File: src/sv/apool2_pkg.sv
// ----------------------------------------------------------------------------
// apool2_pkg
// Widths, register indexes, reset values and types shared by the 2x2
// average pooling block.
// ----------------------------------------------------------------------------
`default_nettype none

package apool2_pkg;

   // Configuration register widths
   localparam int MAP_SIDE_W      = 7;
   localparam int POOLED_SIDE_W   = 6;
   localparam int CHANNEL_COUNT_W = 5;
   localparam int CSR_DATA_W      = 7;
   localparam int CSR_INDEX_W     = 2;

   // Register indexes on the configuration port
   localparam logic [CSR_INDEX_W-1:0] CSR_MAP_SIDE      = 2'd0;
   localparam logic [CSR_INDEX_W-1:0] CSR_POOLED_SIDE   = 2'd1;
   localparam logic [CSR_INDEX_W-1:0] CSR_CHANNEL_COUNT = 2'd2;

   // Register reset values
   localparam logic [MAP_SIDE_W-1:0]      MAP_SIDE_RESET      = 7'd24;
   localparam logic [POOLED_SIDE_W-1:0]   POOLED_SIDE_RESET   = 6'd12;
   localparam logic [CHANNEL_COUNT_W-1:0] CHANNEL_COUNT_RESET = 5'd4;

   // Legal limits of the raw registers
   localparam logic [MAP_SIDE_W-1:0]      MIN_MAP_SIDE = 7'd2;
   localparam logic [CHANNEL_COUNT_W-1:0] MAX_CHANNELS = 5'd16;
   localparam int                         CHAN_POS_W   = 4;

   // Datapath widths. Pair sums and stored pairs wrap at ten bits: the
   // rounded mean depends only on the window sum modulo 1024, and a pair
   // built across a mid-map register change can leave the nine-bit range.
   localparam int PIXEL_W = 8;
   localparam int PAIR_W  = 10;
   localparam int SUM_W   = 10;

   // Output queue
   localparam int QUEUE_DEPTH = 4;
   localparam int QUEUE_PTR_W = 2;
   localparam int QUEUE_CNT_W = 3;

   typedef struct packed {
      logic                      end_of_tensor;
      logic                      end_of_map;
      logic signed [PIXEL_W-1:0] average;
   } result_type;

endpackage

`default_nettype wire

File: src/sv/apool2_ram.sv
// ----------------------------------------------------------------------------
// apool2_ram
// Generic single-clock RAM: one write port, one read port, registered read.
// ----------------------------------------------------------------------------
`default_nettype none

module apool2_ram #(
   parameter int WIDTH = 9,
   parameter int DEPTH = 32
) (
   input  wire logic                     clock,
   input  wire logic                     wr_en,
   input  wire logic [$clog2(DEPTH)-1:0] wr_addr,
   input  wire logic [WIDTH-1:0]         wr_data,
   input  wire logic                     rd_en,
   input  wire logic [$clog2(DEPTH)-1:0] rd_addr,
   output logic      [WIDTH-1:0]         rd_data
);

   logic [WIDTH-1:0] mem_ff [DEPTH];

   always_ff @(posedge clock) begin
      if (wr_en) begin
         mem_ff[wr_addr] <= wr_data;
      end
      if (rd_en) begin
         rd_data <= mem_ff[rd_addr];
      end
   end

endmodule

`default_nettype wire

File: src/sv/avg_pool_2x2_round_even.sv
// ----------------------------------------------------------------------------
// avg_pool_2x2_round_even
// 2x2 stride-2 average pooling of signed 8-bit maps, rounded half to even.
// ----------------------------------------------------------------------------
// Pixels enter on the req_ stream in channel-major, row-major raster order,
// one item per cycle at full rate. Each even row leaves horizontal pair sums
// in a line store RAM, one entry per window column; the bottom-right pixel
// of a window reads its entry back and the rounded mean leaves on rsp_.
// The completing pixel's line store read is registered alongside its pair
// sum; the sum and rounding follow, and the mean is written to the queue.
// rsp_tlast marks the last mean of a map, rsp_tuser the last of the tensor.
// Throughput is one pixel per cycle while req_tready is high, set by the
// single read and single write port of the line store, never needed twice in a cycle.
// A four-entry output queue lets pixels keep coming while results wait;
// req_tready drops only when the queue and the result in flight fill it.
// Reset restores the register defaults (24, 12, 4), clears the positions
// and empties the queue; the line store needs no clearing pass. The user
// must write the csr_ port only while no item is in flight; the block itself does not enforce it.
// ----------------------------------------------------------------------------
`default_nettype none

module avg_pool_2x2_round_even
   import apool2_pkg::*;
#(
   parameter int MAX_MAP_SIDE = 64
) (
   input  wire logic                   clock,
   input  wire logic                   reset,
   // Pixel input
   input  wire logic                   req_tvalid,
   output logic                        req_tready,
   input  wire logic [PIXEL_W-1:0]     req_tdata,   // [7:0] pixel
   // Pooled output
   output logic                        rsp_tvalid,
   input  wire logic                   rsp_tready,
   output logic      [PIXEL_W-1:0]     rsp_tdata,   // [7:0] average
   output logic                        rsp_tlast,   // end_of_map
   output logic      [0:0]             rsp_tuser,   // [0] end_of_tensor
   // Configuration
   input  wire logic                   csr_we,
   input  wire logic [CSR_INDEX_W-1:0] csr_index,
   input  wire logic [CSR_DATA_W-1:0]  csr_wdata
);

   localparam int POS_W   = $clog2(MAX_MAP_SIDE);
   localparam int SLOT_W  = POS_W - 1;
   localparam int DEPTH   = MAX_MAP_SIDE / 2;
   localparam int SIDE_W  = ($clog2(MAX_MAP_SIDE + 1) > MAP_SIDE_W) ?
                            $clog2(MAX_MAP_SIDE + 1) : MAP_SIDE_W;
   localparam logic [SIDE_W-1:0] SIDE_MAX = SIDE_W'(MAX_MAP_SIDE);

   // Configuration registers
   logic [MAP_SIDE_W-1:0]      map_side_ff;
   logic [POOLED_SIDE_W-1:0]   pooled_side_ff;
   logic [CHANNEL_COUNT_W-1:0] channel_count_ff;

   always_ff @(posedge clock) begin
      if (reset) begin
         map_side_ff      <= MAP_SIDE_RESET;
         pooled_side_ff   <= POOLED_SIDE_RESET;
         channel_count_ff <= CHANNEL_COUNT_RESET;
      end else if (csr_we) begin
         case (csr_index)
            CSR_MAP_SIDE:      map_side_ff      <= csr_wdata[MAP_SIDE_W-1:0];
            CSR_POOLED_SIDE:   pooled_side_ff   <= csr_wdata[POOLED_SIDE_W-1:0];
            CSR_CHANNEL_COUNT: channel_count_ff <= csr_wdata[CHANNEL_COUNT_W-1:0];
            default: ;
         endcase
      end
   end

   // Clamped geometry
   logic [SIDE_W-1:0]          side;
   logic [SIDE_W-1:0]          half_side;
   logic [SIDE_W-1:0]          pooled;
   logic [SIDE_W-1:0]          span;
   logic [CHANNEL_COUNT_W-1:0] chans;

   always_comb begin
      if (map_side_ff < MIN_MAP_SIDE) begin
         side = SIDE_W'(MIN_MAP_SIDE);
      end else if (SIDE_W'(map_side_ff) > SIDE_MAX) begin
         side = SIDE_MAX;
      end else begin
         side = SIDE_W'(map_side_ff);
      end
      half_side = side >> 1;
      if (pooled_side_ff == '0) begin
         pooled = SIDE_W'(1);
      end else if (SIDE_W'(pooled_side_ff) > half_side) begin
         pooled = half_side;
      end else begin
         pooled = SIDE_W'(pooled_side_ff);
      end
      span = pooled << 1;
      if (channel_count_ff == '0) begin
         chans = CHANNEL_COUNT_W'(1);
      end else if (channel_count_ff > MAX_CHANNELS) begin
         chans = MAX_CHANNELS;
      end else begin
         chans = channel_count_ff;
      end
   end

   // Raster position and pair sum
   logic [POS_W-1:0]      col_ff, col_in;
   logic [POS_W-1:0]      row_ff, row_in;
   logic [CHAN_POS_W-1:0] chan_ff, chan_in;
   logic signed [PAIR_W-1:0] pair_sum_ff, pair_sum_in;

   logic                     accept;
   logic signed [PAIR_W-1:0] pixel_ext;
   logic signed [PAIR_W-1:0] pair;
   logic [SIDE_W-1:0]        col_ext, row_ext;
   logic                     in_window;
   logic                     col_odd, row_odd;
   logic                     store_wr, store_rd;
   logic [SLOT_W-1:0]        slot;
   logic                     last_of_map, last_of_tensor;

   assign accept    = req_tvalid && req_tready;
   assign pixel_ext = PAIR_W'($signed(req_tdata));
   assign pair      = pair_sum_ff + pixel_ext;
   assign col_ext   = SIDE_W'(col_ff);
   assign row_ext   = SIDE_W'(row_ff);
   assign in_window = (col_ext < span) && (row_ext < span);
   assign col_odd   = col_ff[0];
   assign row_odd   = row_ff[0];
   assign slot      = col_ff[POS_W-1:1];
   assign store_wr  = accept && in_window && col_odd && !row_odd;
   assign store_rd  = accept && in_window && col_odd && row_odd;

   assign last_of_map    = (col_ext == span - SIDE_W'(1)) && (row_ext == span - SIDE_W'(1));
   assign last_of_tensor = last_of_map &&
                           (CHANNEL_COUNT_W'(chan_ff) == chans - CHANNEL_COUNT_W'(1));

   always_comb begin
      col_in      = col_ff;
      row_in      = row_ff;
      chan_in     = chan_ff;
      pair_sum_in = pair_sum_ff;
      if (accept) begin
         if (in_window) begin
            pair_sum_in = col_odd ? pair : pixel_ext;
         end
         if (col_ext + SIDE_W'(1) < side) begin
            col_in = col_ff + POS_W'(1);
         end else begin
            col_in = '0;
            if (row_ext + SIDE_W'(1) < side) begin
               row_in = row_ff + POS_W'(1);
            end else begin
               row_in = '0;
               if (CHANNEL_COUNT_W'(chan_ff) + CHANNEL_COUNT_W'(1) < chans) begin
                  chan_in = chan_ff + CHAN_POS_W'(1);
               end else begin
                  chan_in = '0;
               end
            end
         end
      end
   end

   always_ff @(posedge clock) begin
      if (reset) begin
         col_ff      <= '0;
         row_ff      <= '0;
         chan_ff     <= '0;
         pair_sum_ff <= '0;
      end else begin
         col_ff      <= col_in;
         row_ff      <= row_in;
         chan_ff     <= chan_in;
         pair_sum_ff <= pair_sum_in;
      end
   end

   // Line store of even-row pair sums. A slot is written on an even row and
   // read only on a later odd row, so a read never meets a write in flight.
   logic [PAIR_W-1:0] store_rd_data;

   apool2_ram #(
      .WIDTH (PAIR_W),
      .DEPTH (DEPTH)
   ) u_line_store (
      .clock   (clock),
      .wr_en   (store_wr),
      .wr_addr (slot),
      .wr_data (pair),
      .rd_en   (store_rd),
      .rd_addr (slot),
      .rd_data (store_rd_data)
   );

   // Completion stage, aligned with the line store read data
   logic                     s1_valid_ff;
   logic signed [PAIR_W-1:0] s1_pair_ff;
   logic                     s1_eom_ff, s1_eot_ff;

   always_ff @(posedge clock) begin
      if (reset) begin
         s1_valid_ff <= 1'b0;
      end else begin
         s1_valid_ff <= store_rd;
      end
   end

   always_ff @(posedge clock) begin
      if (store_rd) begin
         s1_pair_ff <= pair;
         s1_eom_ff  <= last_of_map;
         s1_eot_ff  <= last_of_tensor;
      end
   end

   // Divide by four: floor shift, then round the remainder half to even.
   logic signed [SUM_W-1:0]   window_sum;
   logic signed [PIXEL_W-1:0] quotient;
   logic                      round_up;
   result_type                s1_result;

   assign window_sum = SUM_W'($signed(store_rd_data)) + SUM_W'(s1_pair_ff);
   assign quotient   = window_sum[SUM_W-1:2];
   assign round_up   = (window_sum[1:0] == 2'd3) ||
                       ((window_sum[1:0] == 2'd2) && quotient[0]);

   always_comb begin
      s1_result.average       = quotient + PIXEL_W'(round_up);
      s1_result.end_of_map    = s1_eom_ff;
      s1_result.end_of_tensor = s1_eot_ff;
   end

   // Output queue
   result_type             queue_ff [QUEUE_DEPTH];
   logic [QUEUE_PTR_W-1:0] wr_ptr_ff, rd_ptr_ff;
   logic [QUEUE_CNT_W-1:0] count_ff, count_in;
   logic [QUEUE_CNT_W-1:0] occupancy;
   logic                   pop;
   result_type             head;

   assign pop       = rsp_tvalid && rsp_tready;
   assign occupancy = count_ff + QUEUE_CNT_W'(s1_valid_ff);
   // The item accepted now still fits once the result in flight lands.
   assign req_tready = occupancy < QUEUE_CNT_W'(QUEUE_DEPTH);

   always_comb begin
      count_in = count_ff;
      if (s1_valid_ff && !pop) begin
         count_in = count_ff + QUEUE_CNT_W'(1);
      end else if (!s1_valid_ff && pop) begin
         count_in = count_ff - QUEUE_CNT_W'(1);
      end
   end

   always_ff @(posedge clock) begin
      if (reset) begin
         wr_ptr_ff <= '0;
         rd_ptr_ff <= '0;
         count_ff  <= '0;
      end else begin
         count_ff <= count_in;
         if (s1_valid_ff) begin
            wr_ptr_ff <= wr_ptr_ff + QUEUE_PTR_W'(1);
         end
         if (pop) begin
            rd_ptr_ff <= rd_ptr_ff + QUEUE_PTR_W'(1);
         end
      end
   end

   always_ff @(posedge clock) begin
      if (s1_valid_ff) begin
         queue_ff[wr_ptr_ff] <= s1_result;
      end
   end

   assign head         = queue_ff[rd_ptr_ff];
   assign rsp_tvalid   = count_ff != '0;
   assign rsp_tdata    = head.average;
   assign rsp_tlast    = head.end_of_map;
   assign rsp_tuser[0] = head.end_of_tensor;

endmodule

`default_nettype wire

File: config.mk
export PLATFORM = sky130hd
export DESIGN_NAME = avg_pool_2x2_round_even
export DESIGN_NICKNAME = d
export VERILOG_FILES = /design/src/sv/apool2_pkg.sv /design/src/sv/apool2_ram.sv /design/src/sv/avg_pool_2x2_round_even.sv
export SDC_FILE = /design/constraint.sdc
export NUM_CORES = 1
export LEC_CHECK = 0
export BUFFER_PORTS_ARGS = -buffer_cell sky130_fd_sc_hd__buf_2
export CAP_MARGIN = 20
export CORE_MARGIN = 2
export CORE_UTILIZATION = 59
export CTS_BUF_LIST = sky130_fd_sc_hd__clkbuf_8
export DETAILED_ROUTE_END_ITERATION = 6
export PLACE_DENSITY = 0.79
export SLEW_MARGIN = 20
export SYNTH_ARGS = -nofsm -noshare
export SYNTH_HDL_FRONTEND = slang
export SYNTH_SLANG_ARGS = --single-unit
File: constraint.sdc
create_clock -name clock -period 4.7 [get_ports clock]
set_clock_uncertainty 0.2 [all_clocks]
set_input_delay 0 -clock clock [delete_from_list [all_inputs] [get_ports clock]]
set_output_delay 0 -clock clock [all_outputs]
set_load 0.01 [all_outputs]
==> results.py, run 1 <==
metrics = {
    "status": {
        "status": "finished, final reports clean",
    },
    "placed_design": {
        "routabilityCongestion": 0.8834,
        "io_buffers": 33,
        "dp.cells": 1609,
        "place_ws_ps": -16.91,
        "dp_hpwl_mm": 25.75,
    },
    "synthesis": {
        "synth_compound_area_share_pct": 5.617,
        "synthFlopType": "edfxtp_1",
        "synth_top_area_share_pct": 61.01,
        "synth_area_sq_um": 18800,
        "synth_top_family_by_area": "multiplexers",
        "synthTopCellsByArea": "edfxtp_1, mux4_2, dfxtp_1",
        "async_flop_share_pct": 0,
        "synth_largest_area_cell": "edfxtp_1",
        "yosysUniqueCellTypes": 61,
        "ys_seq_elements": 436,
        "synthAdderAreaFrac_pct": 4.512,
        "ys_warn_count": 0,
        "synth_mux_area_share_pct": 12.22,
        "netlist_instances": 1158,
        "synth_edf_count": 382,
        "synth_area_per_cell_sq_um": 16.24,
        "synth_xor_area_share_pct": 2.329,
        "synth.net_count": 1246,
        "ys_seq_area_share_pct": 66.76,
        "synthSimpleGateAreaFrac_pct": 6.995,
    },
    "clocking": {
        "clock_sinks": 436,
        "cts_tree": "done",
        "clkLatencyLatePin_ps": 630,
        "cts_max_level": 2,
        "path_clk_slew_ps": 60,
        "cts_buffer_depth": 3,
        "numCtsBuffers": 61,
        "cts_root_buf": "clkbuf_8",
    },
    "pwr": {
        "vdd.ir_drop.worst_uv": 306.8,
        "cellLeakagePower_nw": 7.374,
        "power_density_nw_per_um2": 449.1,
    },
    "finish": {
        "nets": 1400,
        "final_layout_size_suffix_gt1_share_pct": 22.12,
        "syn_to_final_growth_pct": 14.08,
        "instances_no_fill": 1767,
        "final_cell_mix": "edfxtp_1, nor2_1, mux4_2",
        "final_common_cell": "edfxtp_1",
        "insertedDiodeCount": 0,
        "finalCoreUtilization_pct": 68.14,
        "fillerInstances": 2001,
    },
    "drt": {
        "ant_nets": 0,
        "vias": 11090,
        "routed_via_density": 6.276,
        "dr.pass1.iters": 5,
        "wl_per_cell_um": 23.31,
        "drt_iter0_drc": 1161,
        "wl_mm": 41.18,
        "drc": 0,
    },
    "grt": {
        "grtUsageTotal_pct": 25.09,
        "overflow": 0,
        "antenna_found_initial": 0,
        "grt_pass1_wl_mm": 63.29,
        "grt_pass1_vias": 10950,
        "grt_max_degree": 86,
    },
    "worst_setup_path": {
        "cp_slowest_stage_delay_ps": 360,
        "end_kind": "flop",
        "cp_max_fo": 10,
        "arrival_ps": 4620,
        "path_depth": 18,
        "crit-reg2reg-launch": "map_side_ff[2]",
        "worst-r2r-cell-count": 18,
        "worstPathCellList": "nor4_4 > nor2_1 > nor2_1 > ha_1 > and3_1 > a31o_1 > and2_1 > o21ai_2 > ha_1 > nor2b_1 > o21a_1 > o21a_1 > o21ai_0 > a32o_2 > nand4b_1 > buf_4 > nor2_1 > buf_4",
        "worst_ep_required_time_ps": 4810,
        "slowest_stage": "dfxtp_1",
        "crit_type": "flop to flop",
        "cp-start-kind": "flop",
        "r2r_slack_ps": 200,
        "path_buf_inv": 2,
        "crit_family": "simple AND/OR/NAND/NOR gates",
        "timing.critical_path.mode_cell": "nor2_1",
        "r2r_end": "u_line_store.mem_ff[20][8]",
    },
    "sta": {
        "slew_violations": 0,
        "clock.fmax_ghz": 0.2220,
        "fin_hold_ws_ps": 0.7557,
        "fin_crit_ps": 4505,
        "setup_viol": 0,
        "max_slew_margin_pct": 26.78,
        "timing.final.crit_share_pct": 95.85,
        "setup_slack_ps": 195.2,
        "hold_viol": 0,
        "tightest_slew_ps": 1098,
    },
    "die": {
        "die_y_um": 182.5,
        "row_count": 65,
        "start_util_pct": 59.73,
        "core_sq_um": 31470,
        "die-area_sq_um": 33310,
        "pin_count": 34,
        "die_w_um": 182.5,
    },
    "min_path": {
        "hold_depth": 4,
        "worstHoldEndpoint": "channel_count_ff[3]",
        "hp-start": "csr_wdata[3]",
        "hold_class": "primary input to flop",
    },
    "job": {
        "max_cap_violations": 0,
    },
}
-- flip-flops by register name, summed over array words and instances, names as in the netlist, named ones only --
| signal | flops |
|---|---|
| row_ff | 6 |
| rd_ptr_ff | 2 |
| u_line_store.rd_data | 10 |
| wr_ptr_ff | 2 |
| chan_ff | 4 |
| channel_count_ff | 5 |
| u_line_store.mem_ff | 320 |
| s1_valid_ff | 1 |
| s1_eom_ff | 1 |
| pooled_side_ff | 6 |
| pair_sum_ff | 10 |
| col_ff | 6 |
| count_ff | 3 |
| s1_eot_ff | 1 |
| s1_pair_ff | 10 |
| map_side_ff | 7 |
| queue_ff | 40 |
-- power breakdown --
group	switching [mW]	total, mW	leakage, nW	internal (mW)
sequential	0.0853	4.87	3.87	4.79
combinational	1.27	1.94	2.82	0.665
clock	1.40	2.82	0.683	1.42
total	2.76	9.63	7.37	6.87
-- synth_stat cells (5+ instances only) --
cell      count
dfxtp_1      54
xor2_1       22
nor2b_1      13
nand3_1      20
nor3_1       12
mux2i_1      27
or2_2         5
a211o_1       7
ha_1         63
o21ai_0      23
or3_1         5
nor2_1      104
nand2_1      37
o21a_1       10
buf_2        10
mux4_2       90
a31oi_1       5
edfxtp_1    382
and2_1       15
buf_1        10
a22oi_1      40
a21oi_1      29
nand4_1      13
and3_1        6
a211oi_1     11
clkbuf_1     27
inv_1        26
xnor2_1      28
nand3b_1      5
-- metal layers --
metal	share of wire, %	vias up	GRT usage (%)
met5	0	-	0
met4	3.3	0	9.194
met3	8.5	96	4.869
met2	47	560	39.53
met1	41	5550	35.36
li1	-	4883	-
-- cell type report --
class                           count  area, sq um  share of cell area [%]
Timing Repair Buffer              138         1066                   4.971
Inverter                           28        105.1                  0.4901
Sequential cell                   436        12560                   58.56
Clock buffer                       62        853.3                   3.979
Tap cell                          402        503.0                   2.345
Multi-Input combinational cell    647         6020                   28.07
Clock inverter                     54        340.3                   1.587
-- tightest hold or removal path: cells and delay by family --
family / cells / cell delay [ps]
buffers and inverters: 2 / 650
and+or+nand+nor: 1 / 80
muxes: 1 / 60
-- what timing repair did --
action / 4_1_cts / 5_1_grt
endpoints found under the setup margin: 220 / 343
hold buffers: 41 / 0
endpoints found under the hold margin: 78 / 0
buffers inserted: 0 / 0
gates resized for setup: 1 / 4
-- through the flow --
stage	area, sq um	total power, mW	TNS [ps]
floorplan	18800	6.076	0
global route	21450	10.01	-126.8
global placement	19820	6.785	0
detailed placement	19820	6.859	-420.2
finish	21450	9.631	0
CTS	21430	9.681	0
-- worst max path at each step --
stage,from,to,slack (ps)
floorplan,map_side_ff[6],u_line_store.mem_ff[0][0],270
global route,map_side_ff[5],u_line_store.mem_ff[20][5],-9
CTS,map_side_ff[2],s1_pair_ff[7],70
finish,map_side_ff[2],u_line_store.mem_ff[20][8],200
global placement,map_side_ff[6],u_line_store.rd_data[8],190
detailed placement,map_side_ff[2],u_line_store.rd_data[9],-20
-- kinds of logic (layout without fill, tap and decap cells) --
| group | count (synthesis) | count (layout) |
|---|---|---|
| compound gates | 153 | 153 |
| xor+xnor | 50 | 50 |
| fa+ha+maj | 66 | 66 |
| buf+inv | 75 | 282 |
| flops | 436 | 436 |
| mux | 117 | 117 |
| simple gates | 261 | 261 |
Power figures use the tool's default switching activity.
==> inputs of run 2 (changes only) <==
--- a/config.mk
+++ b/config.mk
@@ -5,6 +5,7 @@
 export SDC_FILE = /design/constraint.sdc
 export NUM_CORES = 1
 export LEC_CHECK = 0
+export ABC_AREA = 1
 export BUFFER_PORTS_ARGS = -buffer_cell sky130_fd_sc_hd__buf_2
 export CAP_MARGIN = 20
 export CORE_MARGIN = 2
==> run 2 against run 1 <==
Combinational power up 25%. Core utilization up 0.74 points. Largest cell class unchanged. First-iteration DRC count up 26%.
==> results.py, run 2 <==
metrics = {
    "synthesis": {
        "netlist_top_cells_count": "edfxtp_1, a22oi_1, a21oi_1, nand2_1, nor2_1",
        "synth_edf_count": 382,
        "synth_top_area_share_pct": 61.97,
        "synth_largest_area_cell": "edfxtp_1",
        "netlist_instances": 1457,
        "synth_area_per_cell_sq_um": 12.71,
        "synth.net_count": 1545,
        "synthTopCellsByArea": "edfxtp_1, a22oi_1, dfxtp_1",
        "ys_seq_elements": 436,
        "yosysUniqueCellTypes": 48,
        "synth_most_common_cell": "edfxtp_1",
        "async_flop_share_pct": 0,
        "synth_area_sq_um": 18510,
        "ys_seq_area_share_pct": 67.81,
        "ys_warn_count": 0,
        "synthFlopType": "edfxtp_1",
    },
    "grt": {
        "grtUsageTotal_pct": 27.24,
        "grt_pass1_vias": 12570,
        "met2_usage_pct": 43.51,
        "top_usage_layer": "met2",
        "grt_use_met3_pct": 5.100,
        "grt_util_met1_pct": 36.95,
        "grt_pass1_wl_mm": 68.83,
        "antenna_found_initial": 0,
        "grt_max_degree": 82,
        "overflow": 0,
    },
    "worst_setup_path": {
        "cp-start-kind": "flop",
        "critPathCapture": "u_line_store.mem_ff[24][6]",
        "r2r_slack_ps": 420,
        "startpoint": "map_side_ff[6]",
        "r2r_end": "u_line_store.mem_ff[24][6]",
        "end_kind": "flop",
        "worst-r2r-cell-count": 23,
        "arrival_ps": 4390,
        "crit_type": "flop to flop",
        "cp_max_fo": 10,
        "crit-reg2reg-launch": "map_side_ff[6]",
        "worst_ep_required_time_ps": 4810,
    },
    "clocking": {
        "path_clk_slew_ps": 60,
        "post_cts_buffers": 0,
        "clkLatencyLatePin_ps": 630,
        "cts_buffer_depth": 3,
        "cts_tree": "done",
        "numCtsBuffers": 72,
        "cts_max_level": 3,
        "clock_sinks": 436,
        "cts_root_buf": "clkbuf_8",
    },
    "sta": {
        "timing.final.crit_share_pct": 90.96,
        "setup_viol": 0,
        "max_slew_margin_pct": 40.11,
        "tightest_slew_ps": 898.3,
        "clock.fmax_ghz": 0.2339,
        "rsz0062_at_grt": "false",
        "fin_tns_setup_ps": 0,
        "slew_violations": 0,
        "hold_viol": 0,
        "fin_crit_ps": 4275,
        "setup_slack_ps": 424.8,
    },
    "finish": {
        "largest_reg_flops": 320,
        "fillerInstances": 2058,
        "final_common_cell": "edfxtp_1",
        "insertedDiodeCount": 0,
        "final_cell_mix": "edfxtp_1, a22oi_1, nand2_1, a21oi_1, inv_1",
        "top_regs": "u_line_store.mem_ff (320), queue_ff (40)",
        "nets": 1690,
        "syn_to_final_growth_pct": 14.42,
        "final_layout_size_suffix_gt1_share_pct": 13.19,
        "multi_input_area_sq_um": 5444,
        "register_area_sq_um": 12550,
        "regMostFlops": "u_line_store.mem_ff",
    },
    "die": {
        "row_count": 64,
        "die_y_um": 181.1,
        "start_util_pct": 60.20,
        "die_w_um": 181.1,
        "core_sq_um": 30750,
        "pin_count": 34,
        "die-area_sq_um": 32810,
    },
    "placed_design": {
        "place_ws_ps": 488.2,
        "dp_hpwl_mm": 26.98,
        "routabilityCongestion": 0.9236,
        "io_buffers": 33,
    },
    "drt": {
        "ant_nets": 0,
        "wl_per_cell_um": 21.69,
        "routed_via_density": 6.216,
        "drc": 0,
        "drt_iter0_drc": 1459,
        "dr.pass1.iters": 5,
        "wl_mm": 44.45,
        "vias": 12740,
    },
    "pwr": {
        "cellLeakagePower_nw": 7.674,
        "vdd.ir_drop.worst_uv": 389.4,
        "power_density_nw_per_um2": 490.9,
    },
    "status": {
        "status": "finished, final reports clean",
    },
    "min_path": {
        "hold_class": "primary input to flop",
    },
    "job": {
        "max_cap_violations": 0,
    },
}
==> run 2: cell types whose count changed after synthesis, sizes merged, moves of 16 or more <==
cell,previous run,this run
inv,28,96
a22oi,40,160
mux4,90,0
clkbuf,27,48
nor4,4,20
a21oi,29,137
xnor2,28,9
nor2,104,122
mux2i,27,0
o21ai,27,62
nand2,37,149
nand3,20,44
==> run 2: per-stage QoR <==
stage                     cell area (sq um)  instances  utilization, %  hold WS (ps)  total power [mW]
after global placement                19400       1880           63.09         38.76             7.181
final                                 21180       2049           68.88         36.75             10.40
after floorplan                       18510       1457               -        -86.78             6.332
after CTS                             21150       2048           68.79         3.910             10.36
after detailed placement              19400       1880           63.09         44.31             7.271
after global routing                  21180       2049           68.88         42.64             10.81
==> run 2: worst min path at each step <==
stage,to,cells past startpoint,start
2_1_floorplan,channel_count_ff[2],2,csr_wdata[2]
3_3_place_gp,pooled_side_ff[5],3,csr_wdata[5]
3_5_place_dp,pooled_side_ff[5],3,csr_wdata[5]
4_1_cts,pair_sum_ff[2],4,req_tdata[2]
5_1_grt,pair_sum_ff[4],4,req_tdata[4]
6_report,pair_sum_ff[0],4,req_tdata[0]
==> run 2: kinds of logic (layout without fill, tap and decap cells) <==
logic type | count (synthesis) | in the layout | share of synthesized area, %
and+or+nand+nor | 369 | 369 | 9.382
AOI/OAI and AO/OA | 399 | 399 | 13.45
DFF | 436 | 436 | 67.81
buffers and inverters | 154 | 350 | 3.217
xor gates and xnor gates | 33 | 33 | 1.561
adders and majority gates | 66 | 66 | 4.583
==> run 2: final cells by class <==
class | count | share of cell area, %
clock buffers | 75 | 4.874
clock inverters | 50 | 1.371
inverters | 99 | 1.772
multi-input cells | 867 | 25.70
flip-flops and latches | 436 | 59.26
well taps | 396 | 2.339
repair buffers | 126 | 4.679
==> run 2: report_power, final <==
part / total (mW) / internal [mW] / switching (mW) / leakage (nW)
clock network: 3.09 / 1.56 / 1.52 / 0.768
logic: 2.43 / 0.655 / 1.77 / 3.02
registers: 4.88 / 4.78 / 0.0997 / 3.88
==> run 2: timing repair <==
item,CTS,global route
resized for setup,0,0
hold buffers,43,0
endpoints found under the setup margin,0,0
endpoints found under the hold margin,54,0
==> run 2: critical path, stage by stage (launching register included) <==
cell	delay [ps]
dfxtp_1	340
inv_2	160
nand2_1	190
ha_1	390
nand2_1	80
nand2_1	80
nand2_2	70
nand3_4	100
nand2_4	90
nand2_1	90
nand3_2	150
ha_1	320
inv_1	50
o21bai_1	50
a21oi_1	140
nor2_1	50
o21ai_0	140
nand3_1	110
nand2_2	100
nand2_2	110
nor2_8	190
nand2_4	140
nor2_1	400
buf_4	230
==> run 2: metal layers <==
layer | share of wire [%] | wire, um | up-vias
li1 | - | - | 5753
met1 | 40 | 17950 | 6116
met2 | 47 | 20960 | 742
met3 | 9.0 | 4008 | 125
met4 | 3.4 | 1533 | 0
met5 | 0 | 0 | -
